--- src/rtl/core/rese_pkg.sv ---
// ----------------------------------------------------------------------------
// rese_pkg
// Shared codes, constants, lookup tables and types for the reciprocal
// estimate / step unit.
// ----------------------------------------------------------------------------
`timescale 1ns / 1ps
`default_nettype none

package rese_pkg;

  localparam logic [1:0] FN_RECIP_EST  = 2'd0;
  localparam logic [1:0] FN_RECIP_STEP = 2'd1;
  localparam logic [1:0] FN_RSQRT_EST  = 2'd2;
  localparam logic [1:0] FN_RSQRT_STEP = 2'd3;

  localparam logic [31:0] DEFAULT_NAN = 32'h7fc0_0000;
  localparam logic [30:0] INF_MAG     = 31'h7f80_0000;
  localparam logic [31:0] TWO_BITS    = 32'h4000_0000;
  localparam logic [31:0] HALF3_BITS  = 32'h3fc0_0000;  // 1.5
  localparam logic [7:0]  C_EXP       = 8'd128;
  localparam logic [23:0] C_MAN_TWO   = 24'h80_0000;
  localparam logic [23:0] C_MAN_THREE = 24'hc0_0000;

  // Product with a biased exponent offset in these bounds is handled as
  // overflow / as too small to move 2 - p or 3 - p.
  localparam logic [9:0] PEXP_OVF = 10'd382;
  localparam logic [9:0] PEXP_TINY = 10'd228;
  localparam logic [9:0] EXP_BIAS = 10'd127;

  // Request into the subtract pipeline
  typedef struct packed {
    logic        byp;
    logic [31:0] byp_val;
    logic        root;
    logic        p_sign;
    logic [7:0]  p_exp;
    logic [23:0] p_man;
  } rese_add_req_t;

  // Reciprocal table: entry i holds round(2^17 / (256 + i + 0.5)) - 256
  function automatic logic [2047:0] build_recip_lut();
    logic [2047:0] t;
    longint        q;
    longint        d;
    longint        s;
    t = '0;
    for (int i = 0; i < 256; i++) begin
      q = 64'd256 + longint'(i);
      d = 2 * q + 1;
      s = 511;
      while (s > 256 && s * 2 * d > 524288 + d) s = s - 1;
      t[i*8 +: 8] = 8'(s - 256);
    end
    return t;
  endfunction

  // Root table: index {exp parity, top 7 mantissa bits}
  function automatic logic [2047:0] build_rsqrt_lut();
    logic [2047:0] t;
    longint        q;
    longint        d;
    longint        n4;
    longint        s;
    t = '0;
    for (int i = 0; i < 256; i++) begin
      q  = 64'd128 + longint'(i % 128);
      d  = 2 * q + 1;
      n4 = (i >= 128) ? (64'd1 << 28) : (64'd1 << 27);
      s  = 511;
      while (s > 256 && (2 * s - 1) * (2 * s - 1) * d > n4) s = s - 1;
      t[i*8 +: 8] = 8'(s - 256);
    end
    return t;
  endfunction

  localparam logic [2047:0] RECIP_LUT = build_recip_lut();
  localparam logic [2047:0] RSQRT_LUT = build_rsqrt_lut();

  function automatic logic [4:0] lzc27(input logic [26:0] v);
    logic [4:0] n;
    logic       found;
    n     = '0;
    found = 1'b0;
    for (int i = 26; i >= 0; i--) begin
      if (!found) begin
        if (v[i]) found = 1'b1;
        else n = n + 5'd1;
      end
    end
    return n;
  endfunction

endpackage

`default_nettype wire

--- src/rtl/core/rese_fadd.sv ---
// ----------------------------------------------------------------------------
// rese_fadd
// Three-stage c - p subtract (c = 2 or 3), round to nearest even, optional
// halving for the root step. Bypass words ride along unchanged.
// ----------------------------------------------------------------------------
`timescale 1ns / 1ps
`default_nettype none

module rese_fadd (
  input  wire logic                   clk,
  input  wire logic                   rst_n,
  input  wire logic                   req_valid,
  input  wire rese_pkg::rese_add_req_t req,
  output logic                        res_valid,
  output logic [31:0]                 res
);

  // ---- stage A: align and add ----
  logic [23:0] c_man;
  logic        y_sign;
  logic        y_big;
  logic [7:0]  big_exp, sm_exp, d;
  logic [23:0] big_man, sm_man;
  logic        big_sign, sm_sign;
  logic [26:0] sm_ext, sh;
  logic        st;
  logic [27:0] big_ext, al_ext, sum;

  always_comb begin
    c_man  = req.root ? rese_pkg::C_MAN_THREE : rese_pkg::C_MAN_TWO;
    y_sign = ~req.p_sign;
    y_big  = {req.p_exp, req.p_man} > {rese_pkg::C_EXP, c_man};
    if (y_big) begin
      big_exp = req.p_exp;     big_man = req.p_man; big_sign = y_sign;
      sm_exp  = rese_pkg::C_EXP; sm_man = c_man;    sm_sign  = 1'b0;
    end else begin
      big_exp = rese_pkg::C_EXP; big_man = c_man;   big_sign = 1'b0;
      sm_exp  = req.p_exp;     sm_man  = req.p_man; sm_sign  = y_sign;
    end
    d      = big_exp - sm_exp;
    sm_ext = {sm_man, 3'b000};
    if (d >= 8'd27) begin
      sh = '0;
      st = 1'b1;
    end else begin
      sh = sm_ext >> d;
      st = |(sm_ext & ~(27'h7ff_ffff << d));
    end
    big_ext = {1'b0, big_man, 3'b000};
    al_ext  = {1'b0, sh[26:1], sh[0] | st};
    sum     = (big_sign != sm_sign) ? (big_ext - al_ext) : (big_ext + al_ext);
  end

  logic        a_valid_r;
  logic [27:0] a_sum_r;
  logic [7:0]  a_exp_r;
  logic        a_sign_r, a_root_r, a_byp_r;
  logic [31:0] a_byp_val_r;

  always_ff @(posedge clk) begin
    if (!rst_n) a_valid_r <= 1'b0;
    else a_valid_r <= req_valid;
    a_sum_r     <= sum;
    a_exp_r     <= big_exp;
    a_sign_r    <= big_sign;
    a_root_r    <= req.root;
    a_byp_r     <= req.byp;
    a_byp_val_r <= req.byp_val;
  end

  // ---- stage B: normalize ----
  logic [4:0]  lz;
  logic [26:0] nm_nxt;
  logic [8:0]  ne_nxt;

  always_comb begin
    lz = rese_pkg::lzc27(a_sum_r[26:0]);
    if (a_sum_r[27]) begin
      nm_nxt = {a_sum_r[27:2], a_sum_r[1] | a_sum_r[0]};
      ne_nxt = {1'b0, a_exp_r} + 9'd1;
    end else begin
      nm_nxt = a_sum_r[26:0] << lz;
      ne_nxt = {1'b0, a_exp_r} - {4'd0, lz};
    end
  end

  logic        b_valid_r;
  logic [26:0] b_man_r;
  logic [8:0]  b_exp_r;
  logic        b_zero_r, b_sign_r, b_root_r, b_byp_r;
  logic [31:0] b_byp_val_r;

  always_ff @(posedge clk) begin
    if (!rst_n) b_valid_r <= 1'b0;
    else b_valid_r <= a_valid_r;
    b_man_r     <= nm_nxt;
    b_exp_r     <= ne_nxt;
    b_zero_r    <= (a_sum_r == 28'd0);
    b_sign_r    <= a_sign_r;
    b_root_r    <= a_root_r;
    b_byp_r     <= a_byp_r;
    b_byp_val_r <= a_byp_val_r;
  end

  // ---- stage C: round, halve, pack ----
  logic        up;
  logic [24:0] mr;
  logic [22:0] frac;
  logic [8:0]  ee;
  logic [31:0] res_nxt;

  always_comb begin
    up = b_man_r[2] & (b_man_r[1] | b_man_r[0] | b_man_r[3]);
    mr = {1'b0, b_man_r[26:3]} + {24'd0, up};
    if (mr[24]) begin
      frac = mr[23:1];
      ee   = b_exp_r + 9'd1;
    end else begin
      frac = mr[22:0];
      ee   = b_exp_r;
    end
    if (b_byp_r) res_nxt = b_byp_val_r;
    else if (b_zero_r) res_nxt = 32'd0;
    else if (ee >= 9'd255) res_nxt = {b_sign_r, rese_pkg::INF_MAG};
    else if (b_root_r) res_nxt = {b_sign_r, 8'(ee - 9'd1), frac};
    else res_nxt = {b_sign_r, ee[7:0], frac};
  end

  logic        c_valid_r;
  logic [31:0] c_res_r;

  always_ff @(posedge clk) begin
    if (!rst_n) c_valid_r <= 1'b0;
    else c_valid_r <= b_valid_r;
    c_res_r <= res_nxt;
  end

  assign res_valid = c_valid_r;
  assign res       = c_res_r;

endmodule

`default_nettype wire

--- src/rtl/core/reciprocal_estimate_step_unit.sv ---
// ----------------------------------------------------------------------------
// reciprocal_estimate_step_unit
// Single-precision reciprocal / root estimates and Newton step terms.
//
//   channel  ports                              handshake
//   in       in_func, in_op_a, in_op_b          start & !busy
//   out      out_result                         out_valid strobe, one cycle
//
// Five register stages: operand decode + 24x24 multiply, product round,
// align/add, normalize, round/pack. One word enters every cycle.
// busy never rises: the pipeline has no stall and the receiver cannot stall.
// Synchronous reset clears only the valid bits.
// ----------------------------------------------------------------------------
`timescale 1ns / 1ps
`default_nettype none

module reciprocal_estimate_step_unit (
  input  wire logic        clk,
  input  wire logic        rst_n,
  input  wire logic        start,
  output logic             busy,
  input  wire logic [1:0]  in_func,
  input  wire logic [31:0] in_op_a,
  input  wire logic [31:0] in_op_b,
  output logic             out_valid,
  output logic [31:0]      out_result
);

  assign busy = 1'b0;

  // ---- stage 1: decode, estimates, mantissa multiply ----
  logic [31:0] a, b;
  logic        a_nan, b_nan, a_inf, b_inf, a_zero, b_zero;
  logic [31:0] recip_val, rsqrt_val, est_val;
  logic [8:0]  rs_exp9;
  logic [7:0]  rc_idx, rs_idx;

  always_comb begin
    a = (in_op_a[30:23] == 8'd0) ? {in_op_a[31], 31'd0} : in_op_a;
    b = (in_op_b[30:23] == 8'd0) ? {in_op_b[31], 31'd0} : in_op_b;
    a_nan  = a[30:0] > rese_pkg::INF_MAG;
    b_nan  = b[30:0] > rese_pkg::INF_MAG;
    a_inf  = a[30:0] == rese_pkg::INF_MAG;
    b_inf  = b[30:0] == rese_pkg::INF_MAG;
    a_zero = a[30:0] == 31'd0;
    b_zero = b[30:0] == 31'd0;

    rc_idx = a[22:15];
    rs_idx = {a[23], a[22:16]};
    if (a_nan) recip_val = rese_pkg::DEFAULT_NAN;
    else if (a[30:23] >= 8'd253) recip_val = {a[31], 31'd0};
    else if (a_zero) recip_val = {a[31], rese_pkg::INF_MAG};
    else recip_val = {a[31], 8'd253 - a[30:23], rese_pkg::RECIP_LUT[rc_idx*8 +: 8], 15'd0};

    rs_exp9 = 9'd380 - {1'b0, a[30:23]};
    if (a_nan) rsqrt_val = rese_pkg::DEFAULT_NAN;
    else if (a[31] && !a_zero) rsqrt_val = rese_pkg::DEFAULT_NAN;
    else if (a[30:23] >= 8'd253) rsqrt_val = 32'd0;
    else if (a_zero) rsqrt_val = {a[31], rese_pkg::INF_MAG};
    else rsqrt_val = {1'b0, rs_exp9[8:1], rese_pkg::RSQRT_LUT[rs_idx*8 +: 8], 15'd0};

    est_val = in_func[1] ? rsqrt_val : recip_val;
  end

  logic        s1_valid_r;
  logic [1:0]  s1_func_r;
  logic [31:0] s1_est_r;
  logic        s1_nan_r, s1_infzero_r, s1_inf_r, s1_zero_r, s1_sign_r;
  logic [8:0]  s1_esum_r;
  logic [47:0] s1_prod_r;

  always_ff @(posedge clk) begin
    if (!rst_n) s1_valid_r <= 1'b0;
    else s1_valid_r <= start & ~busy;
    s1_func_r    <= in_func;
    s1_est_r     <= est_val;
    s1_nan_r     <= a_nan | b_nan;
    s1_infzero_r <= (a_inf & b_zero) | (a_zero & b_inf);
    s1_inf_r     <= a_inf | b_inf;
    s1_zero_r    <= a_zero | b_zero;
    s1_sign_r    <= a[31] ^ b[31];
    s1_esum_r    <= {1'b0, a[30:23]} + {1'b0, b[30:23]};
    s1_prod_r    <= {1'b1, a[22:0]} * {1'b1, b[22:0]};
  end

  // ---- stage 2: round product, choose bypass word ----
  logic        norm, g, st, up, carry;
  logic [23:0] pman, pman_f;
  logic [24:0] pmr;
  logic [9:0]  pe_off;
  logic        root;
  rese_pkg::rese_add_req_t req_nxt;

  always_comb begin
    norm   = s1_prod_r[47];
    pman   = norm ? s1_prod_r[47:24] : s1_prod_r[46:23];
    g      = norm ? s1_prod_r[23] : s1_prod_r[22];
    st     = norm ? |s1_prod_r[22:0] : |s1_prod_r[21:0];
    up     = g & (st | pman[0]);
    pmr    = {1'b0, pman} + {24'd0, up};
    carry  = pmr[24];
    pman_f = carry ? pmr[24:1] : pmr[23:0];
    pe_off = {1'b0, s1_esum_r} + {9'd0, norm} + {9'd0, carry};
    root   = s1_func_r[1];

    req_nxt.root    = root;
    req_nxt.p_sign  = s1_sign_r;
    req_nxt.p_exp   = 8'(pe_off - rese_pkg::EXP_BIAS);
    req_nxt.p_man   = pman_f;
    req_nxt.byp     = 1'b1;
    if (!s1_func_r[0]) req_nxt.byp_val = s1_est_r;
    else if (s1_nan_r) req_nxt.byp_val = rese_pkg::DEFAULT_NAN;
    else if (s1_infzero_r || s1_zero_r || pe_off <= rese_pkg::PEXP_TINY)
      req_nxt.byp_val = root ? rese_pkg::HALF3_BITS : rese_pkg::TWO_BITS;
    else if (s1_inf_r || pe_off >= rese_pkg::PEXP_OVF)
      req_nxt.byp_val = {~s1_sign_r, rese_pkg::INF_MAG};
    else begin
      req_nxt.byp     = 1'b0;
      req_nxt.byp_val = rese_pkg::DEFAULT_NAN;
    end
  end

  logic                    s2_valid_r;
  rese_pkg::rese_add_req_t s2_req_r;

  always_ff @(posedge clk) begin
    if (!rst_n) s2_valid_r <= 1'b0;
    else s2_valid_r <= s1_valid_r;
    s2_req_r <= req_nxt;
  end

  rese_fadd u_fadd (
    .clk       (clk),
    .rst_n     (rst_n),
    .req_valid (s2_valid_r),
    .req       (s2_req_r),
    .res_valid (out_valid),
    .res       (out_result)
  );

`ifndef SYNTH
  a_lat: assert property (@(posedge clk) disable iff (!rst_n)
    out_valid |-> $past(start, 5))
    else $error("result without a word five cycles earlier");

  a_rc_zero: assert property (@(posedge clk) disable iff (!rst_n)
    out_valid && $past(start && in_func == rese_pkg::FN_RECIP_EST &&
                       in_op_a[30:23] == 8'd0, 5)
    |-> out_result == {$past(in_op_a[31], 5), rese_pkg::INF_MAG})
    else $error("reciprocal estimate of zero is not infinity");

  a_rs_pos: assert property (@(posedge clk) disable iff (!rst_n)
    out_valid && $past(start && in_func == rese_pkg::FN_RSQRT_EST && !in_op_a[31], 5)
    |-> !out_result[31])
    else $error("root estimate of positive operand is negative");

  a_step_nan: assert property (@(posedge clk) disable iff (!rst_n)
    out_valid && $past(start && in_func == rese_pkg::FN_RECIP_STEP &&
                       in_op_a[30:0] > rese_pkg::INF_MAG, 5)
    |-> out_result == rese_pkg::DEFAULT_NAN)
    else $error("NaN operand to step did not give default NaN");
`endif

endmodule

`default_nettype wire
--- config.mk ---
export PLATFORM = sky130hd
export DESIGN_NAME = reciprocal_estimate_step_unit
export DESIGN_NICKNAME = d
export VERILOG_FILES = /design/src/rtl/core/rese_pkg.sv /design/src/rtl/core/rese_fadd.sv /design/src/rtl/core/reciprocal_estimate_step_unit.sv
export SDC_FILE = /design/constraint.sdc
export NUM_CORES = 2
export LEC_CHECK = 0
export ABC_AREA = 1
export BUFFER_PORTS_ARGS = -buffer_cell sky130_fd_sc_hd__buf_2
export CORE_UTILIZATION = 40
export DETAILED_ROUTE_END_ITERATION = 8
export PLACE_DENSITY_LB_ADDON = 0.25
export SLEW_MARGIN = 15
export SYNTH_ARGS = -nofsm -noshare
export SYNTH_HDL_FRONTEND = slang
export SYNTH_HIERARCHICAL = 1
export SYNTH_SLANG_ARGS = --single-unit
--- constraint.sdc ---
create_clock -name clk -period 13.37 [get_ports clk]
set_input_delay 0.6685 -clock clk [delete_from_list [all_inputs] [get_ports clk]]
set_output_delay 0.6685 -clock clk [all_outputs]
set_load 0.01 [all_outputs]
Word-level counts from Yosys, hierarchy flattened --
Index checks and enable logic that the tools add are counted.
Word-level totals: bits in registers 343, bits in latches 0, RAM bits 0, bits in read-only memories 0, output and inout bits 34, memories 0
Cells by class: add/sub/neg operators 41, multipliers 1, divide/modulo/power cells 0, $lt $le $gt $ge 8, eq/ne operators 3, shifts and indexed selects 5, muxes and demuxes 142, bitwise logic cells 19, reductions and logical operators 14
Operators by type and width (number):
- indexed part select 2048 x 12 -> 8 bit (first input constant) | 2
- 2-to-1 mux 32 bit | 12
- 2-to-1 mux 5 bit | 52
- 2-to-1 mux 31 bit | 7
- adder 5 x 1 -> 5 bit (second input constant) | 25
- 2-to-1 mux 24 bit | 3
- 2-to-1 mux 23 bit | 3
- == test 31 bit (second input constant) | 2
- greater-than comparator 31 bit (second input constant) | 2
- zero test 31 bit | 2
- 2-to-1 mux 1 bit | 58
- adder 24 x 1 -> 25 bit | 2
- multiplier 24 x 24 -> 48 bit | 1
- greater-than comparator 32 bit | 1
- adder 27 x 27 -> 28 bit | 1
- zero test 28 bit | 1
- 2-to-1 mux 28 bit | 1
- subtractor 27 x 27 -> 28 bit | 1
- AND 27 bit | 1
- 2-to-1 mux 27 bit | 1
- NOT 27 bit | 1
- OR reduction 27 bit | 1
- << shifter 27 x 5 -> 27 bit | 1
- << shifter 27 x 8 -> 27 bit (first input constant) | 1
- other kinds (33) | 51

Depth between registers and ports, before layout --
depth in word-level cells 81, mapped depth 92, depth with buffers taken out 91

Cells and area by module --
The synthesis kept the hierarchy.
Modules (own cells, without submodules):
- reciprocal_estimate_step_unit | instances 1, cells each 3715, area each 27460.1 um^2, seq. area each 2702.6 um^2
- rese_fadd | instances 1, cells each 2297, area each 14264.9 um^2, seq. area each 3563.4 um^2

Worst setup path before layout --
OpenSTA, ideal clock, no wires.
path type register -> register, start point register u_fadd.a_sum_r[25], end point register u_fadd.b_exp_r[8], arrival 11.549 ns, slack 1.703 ns, stages on the path, launching flop included 90, period minus slack after synthesis 11.667 ns, cells stage by stage dfxtp_1 > inv_1 > a21oi_1 > inv_1 > nor2_1 > ha_1 > or2_1 > nand2_1 > nor2_1 > nand2_1 > nand3_1 > nand2_1 > inv_1 > ha_1 > nor2_1 > o21ai_1 > nand2_1 > ha_1 > (+54 left out) > a21oi_2 > ha_1 > nand2_1 > nand2_2 > inv_2 > buf_4 > ha_1 > o21ai_0 > a21oi_1 > ha_1 > nand2_1 > o21ai_0 > a21oi_1 > o21ai_0 > a21oi_1 > nor2_1 > nor2_1 > xnor2_1
Between the ends: word-level cells in the longest chain between the ends 79, elaborated cells between the ends (all ways) 105, classes of those cells add/sub: 26; mux: 79
Ends and longest elaborated chain:
- from (decl) | RTL line rese_fadd.sv:55 | logic [27:0] a_sum_r;
- from (signal assigned) | RTL line rese_fadd.sv:63 | a_sum_r <= sum;
- 2-to-1 mux 5 bit | RTL line rese_pkg.sv:86 | if (v[i]) found = 1'b1;
- 2-to-1 mux 5 bit | RTL line rese_pkg.sv:85 | if (!found) begin
- adder 5 x 1 -> 5 bit | RTL line rese_pkg.sv:87 | else n = n + 5'd1;
- 2-to-1 mux 5 bit | RTL line rese_pkg.sv:86
- 2-to-1 mux 5 bit | RTL line rese_pkg.sv:85
- adder 5 x 1 -> 5 bit | RTL line rese_pkg.sv:87
- 2-to-1 mux 5 bit | RTL line rese_pkg.sv:86
- 2-to-1 mux 5 bit | RTL line rese_pkg.sv:85
- (+64 left out)
- 2-to-1 mux 5 bit | RTL line rese_pkg.sv:86
- 2-to-1 mux 5 bit | RTL line rese_pkg.sv:85
- adder 5 x 1 -> 5 bit | RTL line rese_pkg.sv:87
- 2-to-1 mux 5 bit | RTL line rese_pkg.sv:86
- 2-to-1 mux 5 bit (*) | RTL line rese_pkg.sv:85
- subtractor 8 x 5 -> 9 bit (*) | RTL line rese_fadd.sv:83 | ne_nxt = {1'b0, a_exp_r} - {4'd0, lz};
- 2-to-1 mux 9 bit (*) | RTL line rese_fadd.sv:78 | if (a_sum_r[27]) begin
- via u_fadd.ne_nxt[8] | RTL line rese_fadd.sv:74 | logic [8:0] ne_nxt;
- to (signal assigned) | RTL line rese_fadd.sv:97 | b_exp_r <= ne_nxt;
- to (decl) | RTL line rese_fadd.sv:89 | logic [8:0] b_exp_r;
The timed path passes the listed nets; every way through them passes the cells marked *. A chain may end at the register's enable or synchronous reset.

Worst setup path after layout --
start point register u_fadd.a_sum_r[23], end point register u_fadd.b_exp_r[8]
Between the ends: word-level cells in the longest chain between the ends 73, elaborated cells between the ends (all ways) 97, classes of those cells add/sub: 24; mux: 73
Ends and longest elaborated chain (RTL line):
- 2-to-1 mux 5 bit | rese_pkg.sv:86
- 2-to-1 mux 5 bit | rese_pkg.sv:85
- adder 5 x 1 -> 5 bit | rese_pkg.sv:87
- 2-to-1 mux 5 bit | rese_pkg.sv:86
- 2-to-1 mux 5 bit | rese_pkg.sv:85
- adder 5 x 1 -> 5 bit | rese_pkg.sv:87
- 2-to-1 mux 5 bit | rese_pkg.sv:86
- 2-to-1 mux 5 bit | rese_pkg.sv:85
- (+58 left out)
- 2-to-1 mux 5 bit | rese_pkg.sv:86
- 2-to-1 mux 5 bit | rese_pkg.sv:85
- adder 5 x 1 -> 5 bit | rese_pkg.sv:87
- 2-to-1 mux 5 bit | rese_pkg.sv:86
- 2-to-1 mux 5 bit (*) | rese_pkg.sv:85
- subtractor 8 x 5 -> 9 bit (*) | rese_fadd.sv:83
- 2-to-1 mux 9 bit (*) | rese_fadd.sv:78
- via u_fadd.ne_nxt[8] | rese_fadd.sv:74
Marks and branches as above.

==> summary.txt <==
Outcome = finished, final reports clean
Seq cells post-synth = 313
CP delay by family, top = simple AND/OR/NAND/NOR gates
Area contributors post-synth = fa_1 23%, dfxtp_1 15%, nand2_1 13%
Post-synth top flop = dfxtp_1
DP HPWL = 105.0 mm
Hold endpoint = s1_func_r[0]
Syn Std Cell Area = 41730 µm²
CTS Sinks = 313
Number of synthesized flops with an enable pin = 0
CTS max path bufs = 3
Layout cells sized above 1 = 6.835%
Max frequency = 0.08109 GHz
WP data required = 13.86 ns
RR Startpoint = u_fadd/a_sum_r[23]
Clk_skew = 0.03455 ns
Initial antenna violation count = 2
Area grow syn2layout = 7.179%
Hold crit path type = in2reg
# H-tree levels = 2
Final nets = 6850
Total GRT Usage = 24.94%
Die area = 105600 µm²
Grt peak-use layer = met2
Root buf cell = clkbuf_16
Slowest-stage cell, CP = dfxtp_1
Antenna Nets Post-Route = 0
Initial DRT Pass Iterations = 8
Async S/R FF share, synth = 0%
Hold Crit Depth = 1
Die outline height = 325.0 µm
First-pass GRT wire length = 210.2 mm
Congestion Overflow GR = 0
Fin crit share = 92.24%
GRT met1 Usage = 32.26%
Part of the Yosys area used for sequential elements = 15.02%
Gate Count Post-Synth = 6012
CP Capture Type = flip-flop
Fin. Hold Viols = 0
Vias in the first global route = 37850
Total CTS buffers = 35
Area share of the largest cell type after synthesis = 23.32%
Relative slew margins = 30.11%
CP arrival = 12.82 ns
R2r worst-path depth = 89
Core ar. = 103500 µm²
Critical path buffer and inverter count = 10
Reg-to-reg setup timing slack = 1.04 ns
Worst Tran Pin Value = 1.047 ns
Post-placement cell area = 43450 µm²
I/O pin cnt = 103
I/O Buffers = 101
Via density = 5.168
Worst-path clk slew = 0.07 ns
Met3 Use GR = 3.769%
Synth cell types = 69
Number of DRC markers in iteration 0 = 3207
Most frequent CP cell = nand2_1
Syn avg cell area = 6.940 µm²
Drt wl/cell = 17.88 µm
Global routing met2 resource utilization = 42.30%
Hold bufs inserted after CTS = 0
Die Wd = 325.0 µm
CP startpoint kind = flip-flop
Hold wc startpoint = in_func[0]
Drt drc = 0
Max cap viols = 0
CP max FO = 6
Final Max Tran Viols = 0
Endpoints failing setup = 0
Period minus WS final = 12.33 ns
CTS tree = yes
Largest net degree at the start of global routing = 48
Fin area = 44720 µm²
Later-pin clock latency in the skew report = 0.55 ns
CP max stage delay = 0.36 ns
Gpl congestion = 0.9352
Via count = 38290
Terminus of the critical flop-to-flop path = u_fadd/b_exp_r[8]
FP Rows = 118
Final WL = 132.5 mm
Starting Density = 40.32%
Synth area leader = fa_1
Kind of critical path = reg2reg
Synth Warn # = 6
[state kept, by name, indices dropped and copies added (netlist names), 2 cells and up]
name                cells
u_fadd/a_byp_val_r     32
u_fadd/res             32
s1_func_r               2
u_fadd/b_man_r         27
u_fadd/b_byp_val_r     32
s1_prod_r              48
s1_esum_r               9
s1_est_r               17
u_fadd/a_sum_r         28
u_fadd/a_exp_r          8
u_fadd/b_exp_r          9
s2_req_r               52
[worst max-delay path by stage]
| stage | cells past startpoint | slack [ns] | endpoint | startpoint |
|---|---|---|---|---|
| 6_report | 89 | 1.04 | u_fadd/b_exp_r[8] | u_fadd/a_sum_r[23] |
| 5_1_grt | 89 | -0.02 | u_fadd/b_exp_r[8] | u_fadd/a_sum_r[23] |
| 4_1_cts | 88 | 0.33 | u_fadd/b_exp_r[8] | u_fadd/a_sum_r[25] |
| 3_5_place_dp | 88 | 0.36 | u_fadd/b_exp_r[8] | u_fadd/a_sum_r[25] |
| 3_3_place_gp | 84 | 0.59 | u_fadd/b_exp_r[8] | u_fadd/a_sum_r[25] |
| 2_1_floorplan | 89 | 1.70 | u_fadd/b_exp_r[8] | u_fadd/a_sum_r[25] |
[cell type report]
class / instances / area, µm²
Timing Repair Buffer: 164 / 978.4
Inverter: 1143 / 4309
Antenna cell: 1 / 2.502
Fill cell: 10840 / 58780
Clock inverter: 21 / 227.7
Tap cell: 1380 / 1727
Multi-Input combinational cell: 4346 / 30260
Clock buffer: 41 / 948.4
Sequential cell: 313 / 6267
[metrics by stage]
stage | hold WS (ns) | worst slack (ns) | setup TNS [ns] | std cells | utilization, %
floorplan | 0.3096 | 1.703 | 0 | 6027 | -
global placement | 0.3101 | 0.5907 | 0 | 7340 | 41.98
detailed placement | 0.3121 | 0.3583 | 0 | 7340 | 41.98
CTS | 0.2012 | 0.3345 | 0 | 7402 | 43.12
global route | 0.2117 | -0.01521 | -0.02392 | 7408 | 43.21
finish | 0.2353 | 1.038 | 0 | 7409 | 43.21
[layout by cell type, fill, tap and decap left out, drive strengths merged, types with 17 or more instances in the layout]
cell type  Yosys  routed
nor4          21      21
a31oi         33      33
mux2i         17      17
fa           486     486
o211ai        17      17
o22ai         17      17
xor2         111     111
a21oi        230     230
dfxtp        313     313
clkinv        12      21
conb           2      17
o21ai        337     337
nand3        323     323
nand4         52      52
xnor2         30      30
nand2       1427    1427
nor2         748     748
inv         1131    1138
clkbuf       145      41
nor3          59      59
buf           80     164
ha           292     292
[cells in the mapped netlist (21+ instances only)]
library cell  count
inv_1          1085
xnor2_1          30
nand2_1        1396
nand3_1         305
buf_2            34
nor4_1           21
xor2_1          111
o21ai_1          52
nor2_2           23
clkbuf_1        144
o21ai_0         277
nor2_1          708
dfxtp_1         313
buf_1            21
nand2_2          27
inv_2            42
nand4_1          51
a31oi_1          33
a21oi_1         223
fa_1            486
nor3_1           56
ha_1            292
[kinds of logic (layout without fill, tap and decap cells)]
group                    Yosys count  after routing  synth area share [%]
AO/OA/AOI/OAI                    726            726                 9.854
XOR/XNOR                         141            141                 2.960
adder cells (fa/ha/maj)          778            778                 32.07
buffers and inverters           1368           1369                 12.74
flip-flops                       313            313                 15.02
multiplexers                      17             17                0.4078
other                              2             18               0.01800
AND/OR/NAND/NOR                 2667           2667                 26.93
[timing repair]
| item | CTS | global route |
|---|---|---|
| resized for setup | 0 | 22 |
| setup buffers | 0 | 6 |
| endpoints found under the setup margin | 0 | 6 |
[per-layer routing]
metal,vias up,part of all wire (%)
li1,18510,-
met1,18040,42
met2,1470,47
met3,270,7.5
met4,2,3.6
met5,-,0.0091
Power is not shown: default switching activity piles up to over one toggle a cycle in this logic, so the estimate is an artifact.
